<file path="src/sv/smds_pkg.sv">
// ----------------------------------------------------------------------------
// smds_pkg: shared types and constants
// Beat format passed along the divider chain, and fixed widths.
// ----------------------------------------------------------------------------
package smds_pkg;

    localparam int unsigned DATA_W    = 32;
    localparam int unsigned DIV_CELLS = DATA_W;

    localparam logic [DATA_W-1:0] SAT_MAG = 32'h7FFF_FFFF;

    typedef struct packed {
        logic              valid;
        logic              neg;
        logic              sat;
        logic [DATA_W-1:0] rem;
        logic [DATA_W-1:0] dvd;
        logic [DATA_W-1:0] dsr;
    } div_beat_t;

endpackage

</file>
<file path="src/sv/smds_front.sv">
// ----------------------------------------------------------------------------
// smds_front: operand magnitudes and product
// Three register stages: magnitudes and sign, 64-bit product, overflow test.
// ----------------------------------------------------------------------------
module smds_front (
    input  logic                              aclk,
    input  logic                              aresetn,
    input  logic                              en,
    input  logic                              in_valid,
    input  logic signed [smds_pkg::DATA_W-1:0] a,
    input  logic signed [smds_pkg::DATA_W-1:0] b,
    input  logic signed [smds_pkg::DATA_W-1:0] c,
    output smds_pkg::div_beat_t               beat_out
);
    localparam int unsigned W = smds_pkg::DATA_W;

    logic         v1_reg, v2_reg;
    logic         neg1_reg, neg2_reg;
    logic [W-1:0] ma_reg, mb_reg, mc1_reg, mc2_reg;
    logic [2*W-1:0] prod_reg;
    smds_pkg::div_beat_t beat_reg, beat_next;

    logic [W-1:0] ma_next, mb_next, mc_next;

    assign ma_next = a[W-1] ? (~a + 1'b1) : a;
    assign mb_next = b[W-1] ? (~b + 1'b1) : b;
    assign mc_next = c[W-1] ? (~c + 1'b1) : c;

    always_comb begin
        beat_next.valid = v2_reg;
        beat_next.neg   = neg2_reg;
        beat_next.sat   = (prod_reg[2*W-1:W] >= mc2_reg);
        beat_next.rem   = prod_reg[2*W-1:W];
        beat_next.dvd   = prod_reg[W-1:0];
        beat_next.dsr   = mc2_reg;
    end

    always_ff @(posedge aclk) begin
        if (!aresetn) begin
            v1_reg         <= 1'b0;
            v2_reg         <= 1'b0;
            beat_reg.valid <= 1'b0;
        end else if (en) begin
            v1_reg         <= in_valid;
            v2_reg         <= v1_reg;
            beat_reg.valid <= beat_next.valid;
        end
    end

    always_ff @(posedge aclk) begin
        if (en) begin
            ma_reg        <= ma_next;
            mb_reg        <= mb_next;
            mc1_reg       <= mc_next;
            neg1_reg      <= a[W-1] ^ b[W-1] ^ c[W-1];
            prod_reg      <= ma_reg * mb_reg;
            mc2_reg       <= mc1_reg;
            neg2_reg      <= neg1_reg;
            beat_reg.neg  <= beat_next.neg;
            beat_reg.sat  <= beat_next.sat;
            beat_reg.rem  <= beat_next.rem;
            beat_reg.dvd  <= beat_next.dvd;
            beat_reg.dsr  <= beat_next.dsr;
        end
    end

    assign beat_out = beat_reg;

endmodule

</file>
<file path="config.mk">
export PLATFORM = sky130hd
export DESIGN_NAME = smds_front
export DESIGN_NICKNAME = d
export VERILOG_FILES = /design/src/sv/smds_pkg.sv /design/src/sv/smds_front.sv
export SDC_FILE = /design/constraint.sdc
export NUM_CORES = 2
export LEC_CHECK = 0
export BUFFER_PORTS_ARGS = -buffer_cell sky130_fd_sc_hd__buf_2
export CAP_MARGIN = 0
export CORE_ASPECT_RATIO = 0.8
export CORE_MARGIN = 2
export CORE_UTILIZATION = 50
export CTS_CLUSTER_DIAMETER = 80
export CTS_CLUSTER_SIZE = 16
export DETAILED_ROUTE_END_ITERATION = 10
export GPL_ROUTABILITY_DRIVEN = 0
export PLACE_DENSITY_LB_ADDON = 0.08
export SETUP_SLACK_MARGIN = 0.3
export SLEW_MARGIN = 40
export SYNTH_ARGS = -nofsm -noshare
export SYNTH_HDL_FRONTEND = slang
export SYNTH_SLANG_ARGS = --single-unit
</file>
<file path="constraint.sdc">
create_clock -name aclk -period 16.6 [get_ports aclk]
set_clock_uncertainty 0.2 [all_clocks]
set_input_delay 1.66 -clock aclk [delete_from_list [all_inputs] [get_ports aclk]]
set_output_delay 1.66 -clock aclk [all_outputs]
set_load 0.02 [all_outputs]
</file>
### Word level (Yosys, flattened, before mapping)

Cells that the tools add are included.

| cells by class | value |
|---|---|
| add/sub/neg operators | 3 |
| multiply operators | 1 |
| magnitude comparators | 1 |
| muxes and demuxes | 3 |
| bitwise operators | 5 |

Operators with widths:

| operator | count |
|---|---|
| 32-bit by 1-bit adder with 32-bit output, second input constant | 3 |
| 32-bit inverter | 3 |
| 31-bit two-way mux | 3 |
| 32-bit by 32-bit multiplier with 64-bit output | 1 |
| 32-bit >= comparator | 1 |
| 1-bit bitwise XOR | 2 |

| storage, ports and cells | value |
|---|---|
| register bits after elaboration | 295 |
| input port bits | 100 |
| output and inout port bits | 99 |

### Logic depth before layout (Yosys ltp)

| depth | value |
|---|---|
| depth in word-level cells | 3 |
| depth in mapped cells | 26 |
| mapped depth without buffers | 25 |

### Worst setup path before layout

No wires, ideal clock.

| timing path | value |
|---|---|
| path type | register -> register |
| from | register mb_reg[2] |
| to | register prod_reg[56] (data pin) |
| setup time | 0.265 ns |
| arrival | 6.879 ns |
| data required time | 16.135 ns |
| setup slack | 9.256 ns |
| cell stages (with the launch flop) | 25 |
| buffers on the path | 2 |
| clock period less this slack | 7.344 ns |
| cell sequence | edfxtp_1 > clkbuf_1 > and2_1 > fa_1 > inv_1 > fa_1 > fa_1 > fa_1 > inv_1 > fa_1 > inv_1 > fa_1 > inv_1 > fa_1 > fa_1 > ha_1 > clkbuf_1 > nand4_1 > or3_1 > nor3b_1 > o21ai_0 > a211o_1 > a21o_1 > o21ai_0 > xor2_1 |

| on the way | value |
|---|---|
| cells in the longest elaborated chain, start to end | 1 |

Ends and longest elaborated chain:

| what | RTL line | RTL |
|---|---|---|
| from (decl) | smds_front.sv:19 | `logic [W-1:0] ma_reg, mb_reg, mc1_reg, mc2_reg;` |
| from (signal assigned) | smds_front.sv:53 | `mb_reg <= mb_next;` |
| 32-bit by 32-bit multiplier with 64-bit output | smds_front.sv:56 | `prod_reg <= ma_reg * mb_reg;` |
| to (signal assigned) | smds_front.sv:56 |  |
| to (decl) | smds_front.sv:20 | `logic [2*W-1:0] prod_reg;` |

No other way between the ends.
A chain may end at the register's enable or synchronous reset.

### Worst setup path in the final report

| timing path | value |
|---|---|
| from | register mb_reg[17] |
| to | register prod_reg[61] (data pin) |

The elaborated chain is that of the path after synthesis.

==> results by stage <==
Routing:
- Across all layers, the routed design uses 30394 vias.
- Wires add up to 117000 um.
- After detailed routing, the number of vias per cell comes to 5.34.
- The first detailed-routing pass took 5 iterations.
- The detail route stage leaves a number of antenna-violating nets equal to 0.
- For this block, the initial DRC count from the detailed router was about 1800.
- After detailed routing, the average wire length per cell comes to ~21 um.
- For this run, design rule violations remaining after detail routing come to 0.

Synth:
- The top flip-flop cell by instance count after synthesis is edfxtp_1.
- The net count after synthesis is roughly 5700.
- The async set-or-reset flop fraction in the synthesized netlist is 0.
- After synthesis, the cell types taking the most area are fa_1, edfxtp_1, and2_1.
- The area share of the leading cell type in the synthesized netlist is 0.398.
- The library cell with the highest instance count after synthesis is inv_1.
- The post-synthesis register bit count is about 300.
- The sequential area share after synthesis is 0.196.
- The instance count of the mapped netlist is ~4400.
- The count of flip-flops with a built-in enable after synthesis is a little under 300.
- After synthesis the cells add up to between 40000 and 50000 um^2.
- The count of different cell masters after synthesis is 66.
- The number of warning messages in the yosys log is 0.
- Averaged over all synthesized cells, the footprint is 10.2 um^2.
- Sorting the synthesized cells by how often they occur yields inv_1, fa_1, and2_1.
- The largest total area in the synthesized netlist belongs to fa_1.

Worst hold path:
- The end of the worst hold path is mc2_reg[7].
- In this run the most critical hold path is launched from mc1_reg[7].
- The type of the worst min-delay path is register to register.
- The hold-critical path depth is 0.

Setup path:
- For the worst setup path, the data required time is 16.79 ns.
- The endpoint of the worst-slack reg-to-reg timing path is prod_reg[61].
- The worst setup path startpoint is mb_reg[17].
- Across all register-to-register paths, the minimum setup slack is approximately 8 ns.
- The arrival time of the worst setup path is ~9 ns.
- The type of destination of the critical path is a register.
- The number of cells on the worst reg-to-reg path is 22.
- The kind of critical path is register to register.
- The worst setup path is launched from a register.
- The critical-path maximum fanout is 18.
- The worst register-to-register path begins at mb_reg[17].

Global route:
- For this run the aggregate overflow at the end of global routing stands at 0.
- The first global-routing pass estimated 186000 um of wire.
- The aggregate global-route resource usage is 0.261.
- The number of global-route vias before repair came to between 30000 and 40000.
- The maximum number of pins on one net before global-route repair is slightly below 90.
- The initial antenna violation count is 5.

Clock tree:
- Hold repair after CTS inserted 0 buffers.
- Clock-pin slew was measured on the worst setup and hold paths at 0.07 ns.
- The total clock buffers created by CTS is 23.
- The TritonCTS clock tree is built.
- The post-cts repair resize count is 0.
- The number of clock sinks is between 200 and 300.
- The deepest level of the CTS H-tree is 1.
- The clock reaches the later pin of the worst-skew pair after 0.59 ns.
- The post-CTS repair timing setup buffer count is 0.
- The tree is rooted in a clkbuf_16.
- The clock passes through at most 3 buffers.

Placed design:
- The detailed placer's ending HPWL is between 80000 and 90000 um.
- The number of input and output port buffers inserted is approximately 200.

Timing:
- The measured slew at the worst slew-check pin is roughly 0.80 ns.
- The total count of max-transition violations in the final report came to 0.
- Setup repair after global routing left no endpoint under its margin.
- The final-layout setup total negative slack is 0 ns.
- The worst-case headroom to the max-slew limit is 0.467.
- The clock period minus worst slack is 8.79 ns.
- The hold violation total from the final report came to 0.
- The maximum clock rate is around 110 MHz.
- Setup violations remaining at the end of the flow were counted as 0.
- In the finished design, the share of the clock period the worst path needs comes to 0.529.

Final layout:
- Compared with the post-synthesis result, the final layout area differs by 6.17%.
- The final layout contains between 5000 and 6000 nets.
- In the final layout, the share of cells above drive strength 1 is 0.0699.
- The flip-flop count of the largest register after layout is 99.

Floorplanning:
- The horizontal extent of the die is 340 um.
- After floorplanning, the core was divided into 98 placement rows.
- The floorplan step defined a die boundary enclosing about 93000 um^2.
- For this configuration, the core starts out at a cell density of 0.505.
- The total core area is a little under 90000 um^2.
- The die is ~270 um tall.
- The number of top-level pins is between 150 and 200.

Flow run:
- The max capacitance violation total is 0.

Status:
- The run finished with clean final reports.
==> cell type report <==
| cell class | instances | area (um^2) |
|---|---|---|
| well taps | 1200 | 1500 |
| clock inverters | 6 | 55.1 |
| clock buffers | 23 | 576 |
| repair buffers | 265 | 1520 |
| diodes | 4 | 10.0 |
| fillers | 8154 | 41500 |
| multi-input cells | 3003 | 32000 |
| flip-flops and latches | 295 | 8830 |
| inverters | 899 | 3370 |
==> cell families after synthesis <==
logic type	share of synthesized area
flops	0.196
xor+xnor	0.0282
mux	0.00111
buf+inv	0.0947
compound gates	0.0468
simple gates	0.153
fa+ha+maj	0.480
==> critical path, stage by stage, from the launching register on <==
cell       delay, ns
edfxtp_1        0.78
buf_4           0.44
nand2_1         0.13
fa_1            0.52
fa_1            0.55
inv_1           0.05
fa_1            0.49
fa_1            0.57
fa_1            0.43
fa_1            0.46
fa_1            0.53
inv_1           0.06
fa_1            0.48
inv_1           0.04
ha_1            0.42
nand4_1         0.16
nor2_1          0.22
nand3_1         0.09
o32ai_1         0.56
o21ai_1         0.32
a2111oi_1       0.68
nor2_1          0.13
a211oi_1        0.27
==> worst max path at each step <==
stage | end | slack (ns) | cells after the start
2_1_floorplan | prod_reg[56] | 9.26 | 24
3_3_place_gp | prod_reg[61] | 7.92 | 22
3_5_place_dp | prod_reg[61] | 7.82 | 22
4_1_cts | prod_reg[61] | 7.81 | 22
5_1_grt | prod_reg[61] | 7.29 | 22
6_report | prod_reg[61] | 7.81 | 22
==> layer usage <==
metal / vias up / wire length, um / GRT usage
li1: 13586 / - / -
met1: 15893 / 49900 / 0.360
met2: 785 / 58400 / 0.443
met3: 130 / 5880 / 0.0269
met4: 0 / 3030 / 0.0674
met5: - / 0 / 0
==> cell usage in the layout, fill, tap and decap left out, drive strengths merged, types with 37 or more instances in the layout <==
master	count
a21oi	90
fa	896
a21o	37
and2	598
nor2	49
o21ai	81
edfxtp	292
buf	265
nand2	534
ha	298
xnor2	118
inv	901
==> through the flow <==
| step | utilization | hold WS [ns] | setup slack, ns | std cells | instance area, um^2 |
|---|---|---|---|---|---|
| 2_1_floorplan | - | 0.200 | 9.26 | 4434 | 45100 |
| 3_3_place_gp | 0.528 | 0.201 | 7.92 | 5662 | 47200 |
| 3_5_place_dp | 0.528 | 0.205 | 7.82 | 5662 | 47200 |
| 4_1_cts | 0.535 | 0.218 | 7.81 | 5691 | 47900 |
| 5_1_grt | 0.536 | 0.225 | 7.29 | 5693 | 47900 |
| 6_report | 0.536 | 0.215 | 7.81 | 5695 | 47900 |
Power is not shown: default switching activity piles up to over one toggle a cycle in this logic, so the estimate is an artifact.
