==> config.mk <==
export PLATFORM = sky130hd
export DESIGN_NAME = smds_div_cell
export DESIGN_NICKNAME = d
export VERILOG_FILES = /design/src/sv/smds_pkg.sv /design/src/sv/smds_div_cell.sv
export SDC_FILE = /design/constraint.sdc
export NUM_CORES = 1
export LEC_CHECK = 0
export ABC_AREA = 1
export BUFFER_PORTS_ARGS = -buffer_cell sky130_fd_sc_hd__buf_2
export CAP_MARGIN = 0
export CORE_MARGIN = 3
export CORE_UTILIZATION = 52
export DETAILED_ROUTE_END_ITERATION = 10
export PLACE_DENSITY = 0.91
export SKIP_LAST_GASP = 1
export SYNTH_ARGS = -nofsm -noshare
export SYNTH_HDL_FRONTEND = slang
export SYNTH_SLANG_ARGS = --single-unit
==> constraint.sdc <==
create_clock -name aclk -period 2.7 [get_ports aclk]
set_input_delay 0.54 -clock aclk [delete_from_list [all_inputs] [get_ports aclk]]
set_output_delay 0.54 -clock aclk [all_outputs]
set_load 0.02 [all_outputs]
==> src/sv/smds_pkg.sv <==
// ----------------------------------------------------------------------------
// smds_pkg: shared types and constants
// Beat format passed along the divider chain, and fixed widths.
// ----------------------------------------------------------------------------
package smds_pkg;

    localparam int unsigned DATA_W    = 32;
    localparam int unsigned DIV_CELLS = DATA_W;

    localparam logic [DATA_W-1:0] SAT_MAG = 32'h7FFF_FFFF;

    typedef struct packed {
        logic              valid;
        logic              neg;
        logic              sat;
        logic [DATA_W-1:0] rem;
        logic [DATA_W-1:0] dvd;
        logic [DATA_W-1:0] dsr;
    } div_beat_t;

endpackage

==> src/sv/smds_div_cell.sv <==
// ----------------------------------------------------------------------------
// smds_div_cell: one restoring division step
// Shifts one dividend bit into the remainder and develops one quotient bit.
// ----------------------------------------------------------------------------
module smds_div_cell (
    input  logic                aclk,
    input  logic                aresetn,
    input  logic                en,
    input  smds_pkg::div_beat_t beat_in,
    output smds_pkg::div_beat_t beat_out
);
    localparam int unsigned W = smds_pkg::DATA_W;

    smds_pkg::div_beat_t beat_reg, beat_next;
    logic [W:0] trial;
    logic [W:0] diff;
    logic       take;

    assign trial = {beat_in.rem, beat_in.dvd[W-1]};
    assign diff  = trial - {1'b0, beat_in.dsr};
    assign take  = ~diff[W];

    always_comb begin
        beat_next     = beat_in;
        // quotient bits fill the dividend register from the bottom
        beat_next.rem = take ? diff[W-1:0] : trial[W-1:0];
        beat_next.dvd = {beat_in.dvd[W-2:0], take};
    end

    always_ff @(posedge aclk) begin
        if (!aresetn) begin
            beat_reg.valid <= 1'b0;
        end else if (en) begin
            beat_reg.valid <= beat_next.valid;
        end
    end

    always_ff @(posedge aclk) begin
        if (en) begin
            beat_reg.neg <= beat_next.neg;
            beat_reg.sat <= beat_next.sat;
            beat_reg.rem <= beat_next.rem;
            beat_reg.dvd <= beat_next.dvd;
            beat_reg.dsr <= beat_next.dsr;
        end
    end

    assign beat_out = beat_reg;

endmodule

# Yosys cells after proc, flatten, opt, wreduce, memory -nomap -nowiden
# Index checks and enable logic that the tools add are counted.
[op_classes]
mux = 1
addsub = 1
bitwise_logic = 1
[op_table]
columns = ["op", "count"]
rows = [
  ["33-bit by 32-bit subtractor with 33-bit output", 1],
  ["32-bit 2-to-1 mux", 1],
  ["1-bit inverter", 1],
]
[word_totals]
regBits = 99
elab_cells = 9
out_inout_bits = 99
in_bits = 102

# Depth between registers and ports, before layout
# Gate-level depths: netlist of the first run.
[logic_depth]
ltp_word = 2
ltp_mapped = 17

# Worst setup path after synthesis of the first run
# Ideal clock, no wire load.
[synth_path]
kind = "input to register"
start = "input beat_in[63] (netlist bit)"
end = "register beat_reg (netlist bit beat_out[77]), data pin"
arrival_ns = 2.125
path_buffers = 1
t_required_ns = 2.448
slack_ns = 0.323
path_stages = 16
path_cell_list = "inv_1 ha_1 fa_1 inv_1 nand2_1 nand2_1 nand3_1 nand2_2 nand2_2 nand2_2 nand2_4 nand3_2 nand2_8 buf_12 nand2_1 nand2_1"
[synth_lines]
columns = ["element", "line", "rtl"]
rows = [
  ["start: declaration", "smds_div_cell.sv:9", "input smds_pkg::div_beat_t beat_in,"],
  ["end: declaration", "smds_div_cell.sv:14", "smds_pkg::div_beat_t beat_reg, beat_next;"],
]

==> flow_summary_export.csv, run 1 <==
group,metric,value,unit
place,dp_hpwl,13660,um
detailed_routing,wl_per_cell,14.63,um
power_and_ir_drop,power_density,577.8,mW/mm2
synth,ys_ff_latch,99,
detailed_routing,routed-via-count,5669,
clock_network,cts_max_level,3,
worst_setup_path,r2r-start,"beat_out[98]",
sta,timing.final.crit_share,88.58,%
synth,ys.flop_type,"edfxtp_1",
worst_setup_path,path_class,"in -> reg",
worst_setup_path,crit_path_start,"beat_in[0]",
synth,synth-async-reset-ratio,0,%
clock_network,cts_tree,"yes",
floorplan,num_rows,39,
hold_path,hold_path.class,"in -> reg",
power_and_ir_drop,sw_frac_of_total,32.46,%
final_layout,final-instance-count-excl-fill,1145,
sta,clock_skew,0,ns
place,place_ws,-0.06743,ns
worst_setup_path,r2r_slack,2.06,ns
grt,grt_use_total,25.12,%
worst_setup_path,startpoint_type,"input port",
sta,setup_viol,0,
floorplan,fp.dieH,115.6,um
worst_setup_path,reg2reg_depth,2,
worst_setup_path,required,2.80,ns
sta,fin_crit,2.392,ns
status,status,"finished clean",
sta,slew_viol_final,0,
power_and_ir_drop,combinationalPowerShare,28.0,%
floorplan,num_io_pins,201,
synth,syn_avg_cell_area,7.961,um2
grt,grt_antenna_before_repair,0,
sta,fmax,418.1,MHz
clock_network,numCtsBuffers,9,
synth,syn_area,0.006250,mm2
power_and_ir_drop,ir_drop,0.2920,mV
detailed_routing,drc_errors,0,
synth,synth_edf_count,98,
grt,grt_pass1_wl,26120,um
power_and_ir_drop,finalPower,4.457,mW
detailed_routing,drt-pass1-iter-count,7,
synth,synth_warnings,0,
clock_network,clk_pin_slew,0.07,ns
synth,synth_nets,920,
sta,hold_viol,0,
detailed_routing,ant_nets,0,
floorplan,die_w,115.6,um
final_layout,drive_gt1_share,26.15,%
clock_network,postCtsSetupBuffers,0,
detailed_routing,drt_iter0_markers,386,
final_layout,areaGrowthSynthToFinish,23.42,%
sta,rsz0062_at_grt,"no",
worst_setup_path,cp.arrival,2.49,ns
detailed_routing,wl,16750,um
floorplan,die_area,0.01337,mm2
floorplan,initial_core_util,54.04,%
detailed_routing,avgViaCountPerCell,4.951,
floorplan,core_area,0.01156,mm2
final_layout,largest_reg_flops,99,
synth,syn_inst,785,
place,placedCellCount,1130,
sta,fin_hold_ws,0.3618,ns
sta,fin_ws,0.3082,ns
clock_network,cts_hold_buf,0,
final_layout,multi_input_comb_area,0.002606,mm2
power_and_ir_drop,p_int,3.010,mW
sta,tightest_slew,0.4630,ns
final_layout,final_design_area_no_fill,0.007714,mm2
place,gp_congestion,0.9547,
sta,slew_headroom,69.13,%
final_layout,register_area,0.002963,mm2
synth,seq_area_frac_synth,47.41,%
final_layout,num-fill-cells,1008,
power_and_ir_drop,p_clk_share,28.9,%
clock_network,cts_buffer_depth,2,
place,io_buffer_count,200,
clock_network,clock-sinks,99,
grt,grt_pass1_vias,5514,
clock_network,clock_latency,0.35,ns
grt,grt_max_degree,66,
worst_setup_path,crit_end,"beat_out[90]",
power_and_ir_drop,switchingPower,1.447,mW
place,placed_area,0.007425,mm2
clock_network,cts_resized,0,
power_and_ir_drop,leakage,4.265,nW
power_and_ir_drop,seqPwrFrac,43.0,%
grt,grt-ovfl-total,0,
job,maxCapViolCount,0,
synth,ys_types,32,
worst_setup_path,r2r_end,"beat_out[98]",
sta,tns,0,ns
worst_setup_path,cp_max_fo,32,
final_layout,finish.utilization,66.70,%
final_layout,antenna_cells,0,
clock_network,cts-root-buf,"clkbuf_16",
worst_setup_path,critPathCaptureType,"register",
final_layout,final_nets,1133,
synthesized netlist by cell type (5+ instances only):
| cell | instances | share of area, % |
|---|---|---|
| nand2_1 | 315 | 19 |
| inv_1 | 154 | 9.2 |
| edfxtp_1 | 98 | 47 |
| nor2_1 | 38 | 2.3 |
| ha_1 | 32 | 6.4 |
| nand3_1 | 30 | 2.4 |
| nand2_2 | 25 | 2.5 |
| a21oi_1 | 24 | 1.9 |
| xor2_1 | 14 | 2.0 |
| nand4_1 | 8 | 0.80 |
| o21bai_1 | 7 | 0.84 |
| nor3_1 | 6 | 0.48 |
| inv_2 | 5 | 0.30 |
logic make-up after synthesis:
kind of cell	share of synthesized area, %
compound gates	3.243
buf+inv	10.89
fa+ha+maj	6.727
simple gates	29.63
xor+xnor	2.102
flops	47.41
power groups by stage:
stage	Combinational [mW]	Clock, mW	Sequential [mW]
6_report	1.25	1.29	1.92
5_1_grt	1.39	1.36	1.93
4_1_cts	1.25	1.30	1.92
3_5_place_dp	1.25	0	1.95
3_3_place_gp	1.21	0	1.94
2_1_floorplan	0.622	0	2.16
layer usage:
metal	GRT usage (%)	vias up	share of wire, %	wire length [um]
met5	0	-	0	0
met3	4.909	19	7.5	1260
met2	45.56	209	50	8396
met4	4.872	0	1.1	180
li1	-	2864	-	-
met1	31.41	2577	41	6917
worst max-delay path, cell delays in order:
cell and delay (ns):
buf_2 0.11, ha_1 0.22, fa_1 0.41, inv_1 0.11, nand2_1 0.06, nand2_1 0.07
nand3_1 0.08, nand2_2 0.09, nand2_2 0.05, nand2_2 0.09, nand2_4 0.07, nand3_1 0.12
nand2_4 0.25, nand2_1 0.14, nand2_1 0.08
cell type report:
cell class | count | area share (%)
Inverter | 160 | 7.786
Timing Repair Buffer | 208 | 13.95
Tap cell | 143 | 2.320
Clock buffer | 9 | 2.920
Multi-Input combinational cell | 520 | 33.79
Clock inverter | 6 | 0.8273
Sequential cell | 99 | 38.41
cell usage in the layout, fill, tap and decap left out, drive strengths merged:
cell type / synthesis / layout
a21oi: 26 / 26
clkbuf: 0 / 9
and2: 4 / 4
fa: 1 / 1
xor2: 14 / 14
edfxtp: 98 / 98
nand2: 345 / 345
clkinv: 1 / 3
and3: 1 / 1
o21ai: 1 / 1
nand3b: 2 / 2
inv: 159 / 161
bufinv: 0 / 1
or2: 2 / 2
clkinvlp: 0 / 1
xnor2: 1 / 1
ha: 32 / 32
nand3: 31 / 31
o21bai: 7 / 7
nor3: 6 / 6
nand4: 8 / 8
nor2: 39 / 39
buf: 6 / 208
dfxtp: 1 / 1
worst min path at each step:
stage                              end  depth (start not counted)  slack [ns]    startpoint
after floorplan           beat_out[98]                          2        0.61  beat_out[98]
after global placement    beat_out[98]                          2        0.53  beat_out[98]
after detailed placement  beat_out[98]                          2        0.54  beat_out[98]
after CTS                 beat_out[52]                          1        0.36   beat_in[51]
after global routing      beat_out[63]                          1        0.36   beat_in[62]
final                     beat_out[62]                          1        0.36   beat_in[61]
(Power assumes the default switching activity.)
==> run 2, diff against run 1 <==
==> constraint.sdc (replaced) <==
create_clock -name aclk -period 2.7 [get_ports aclk]
set_input_delay 0 -clock aclk [delete_from_list [all_inputs] [get_ports aclk]]
set_output_delay 0 -clock aclk [all_outputs]
set_load 0.02 [all_outputs]
==> flow_summary_export.csv, run 2 (same netlist as run 1, synthesis figures left out) <==
group,metric,value,unit
power_and_ir_drop,combinationalPowerShare,29.7,%
job,maxCapViolCount,0,
clock_network,clock-sinks,99,
final_layout,final_common_cell,"nand2_1",
worst_setup_path,cp_top_family,"simple AND/OR/NAND/NOR gates",
detailed_routing,ant_nets,0,
clock_network,clk_pin_slew,0.07,ns
clock_network,cts_buffer_depth,2,
sta,fin_crit,2.537,ns
grt,grt_use_total,30.69,%
sta,setup_viol,0,
floorplan,num_rows,39,
worst_setup_path,slowest_stage,"dlygate4sd3_1",
grt,grt_max_degree,65,
hold_path,hold_path.class,"in -> reg",
clock_network,cts_max_level,3,
grt,grt_pass1_wl,31640,um
clock_network,cts-root-buf,"clkbuf_16",
floorplan,die_area,0.01337,mm2
detailed_routing,wl,20450,um
power_and_ir_drop,power_density,539.8,mW/mm2
sta,slew_viol_final,0,
hold_path,whs_path_depth,1,
worst_setup_path,crit_cells,16,
clock_network,cts_hold_buf,99,
detailed_routing,routed-via-count,6333,
detailed_routing,drt_iter0_markers,562,
floorplan,initial_core_util,54.04,%
sta,fin_ws,0.1635,ns
sta,clock_skew,0,ns
worst_setup_path,path_class,"in -> reg",
worst_setup_path,required,2.81,ns
final_layout,areaGrowthSynthToFinish,38.64,%
power_and_ir_drop,seqPwrFrac,41.2,%
final_layout,mostFrequentLayoutCells,"315 x nand2_1, 199 x buf_2, 154 x inv_1",
power_and_ir_drop,leakage,4.647,nW
detailed_routing,drc_errors,0,
final_layout,largest_reg_flops,99,
power_and_ir_drop,sw_frac_of_total,33.59,%
power_and_ir_drop,ir_drop,0.3113,mV
final_layout,final_nets,1225,
floorplan,core_area,0.01156,mm2
place,gp_congestion,0.9686,
final_layout,drive_gt1_share,23.40,%
clock_network,postCtsSetupBuffers,0,
grt,grt-ovfl-total,0,
final_layout,finish.utilization,74.92,%
worst_setup_path,startpoint_type,"input port",
clock_network,cts_tree,"yes",
power_and_ir_drop,switchingPower,1.571,mW
detailed_routing,drt-pass1-iter-count,6,
detailed_routing,wl_per_cell,16.52,um
sta,rsz0062_at_grt,"no",
worst_setup_path,reg2reg_depth,3,
worst_setup_path,cp.arrival,2.65,ns
clock_network,cts_resized,0,
floorplan,fp.dieH,115.6,um
worst_setup_path,cp_num_buf_inv,3,
sta,fmax,394.2,MHz
worst_setup_path,critPathCaptureType,"register",
floorplan,num_io_pins,201,
status,status,"finished clean",
sta,tightest_slew,0.5145,ns
worst_setup_path,cp_max_fo,32,
sta,slew_headroom,65.70,%
clock_network,clock_latency,0.36,ns
sta,tns,0,ns
worst_setup_path,slowest_delay,0.55,ns
worst_setup_path,critical_path.cell_chain,"dlygate4sd3_1, buf_2, ha_1, fa_1, inv_1, nand2_1, nand2_1, nand3_1, nand2_2, nand2_2, nand2_2, nand2_4, nand3_1, nand2_4, nand2_1, nand2_1",
sta,hold_viol,0,
floorplan,die_w,115.6,um
power_and_ir_drop,p_clk_share,29.1,%
place,io_buffer_count,200,
power_and_ir_drop,p_int,3.106,mW
grt,grt_pass1_vias,6281,
worst_setup_path,crit_top_cell,"nand2_1",
place,dp_hpwl,13590,um
power_and_ir_drop,finalPower,4.677,mW
sta,timing.final.crit_share,93.95,%
detailed_routing,avgViaCountPerCell,5.116,
place,place_ws,0.4352,ns
clock_network,numCtsBuffers,9,
grt,grt_antenna_before_repair,0,
## run 2: cell types whose count changed in the layout (fill, tap and decap cells not counted), sizes merged
| cell | previous run | this run |
|---|---|---|
| dlygate4sd3 | 0 | 99 |
| buf | 208 | 201 |
| clkinv | 3 | 1 |
| clkinvlp | 1 | 2 |
| diode | 0 | 1 |
| inv | 161 | 162 |
## run 2: cell type report
| class | instances | area, um2 |
|---|---|---|
| Clock buffer | 9 | 225.2 |
| Sequential cell | 99 | 2963 |
| Multi-Input combinational cell | 520 | 2606 |
| Fill cell | 793 | 2900 |
| Antenna cell | 1 | 2.502 |
| Inverter | 160 | 600.6 |
| Timing Repair Buffer | 300 | 2014 |
| Clock inverter | 6 | 73.82 |
| Tap cell | 143 | 178.9 |
## run 2: per-layer routing
layer,track usage [%],vias to the layer above,part of all wire (%)
met4,11.83,0,2.9
li1,-,3044,-
met3,6.110,48,9.1
met5,0,-,0
met2,54.94,345,50
met1,36.39,2896,38
## run 2: final timing paths
kind / startpoint / endpoint / slack, ns
max: beat_in[0] / beat_out[79] / 0.16
min: en / beat_out[29] / 0.13
max reg2reg: beat_out[98] / beat_out[98] / 1.48
min reg2reg: beat_out[98] / beat_out[98] / 1.12
## run 2: through the flow
stage               std cells  hold WS (ns)  cell area, um2
floorplan                 785       0.09346            6250
CTS                      1237        0.1326            8662
finish                   1238        0.1262            8665
global placement         1123        0.1765            7372
global route             1237        0.1543            8662
detailed placement       1123        0.1783            7372
## run 2: power by group through the flow
stage | Clock, mW | Combinational [mW] | Sequential (mW)
finish | 1.36 | 1.39 | 1.93
global route | 1.41 | 1.52 | 1.94
CTS | 1.34 | 1.35 | 1.92
detailed placement | 0 | 1.23 | 1.95
global placement | 0 | 1.20 | 1.94
floorplan | 0 | 0.622 | 2.16
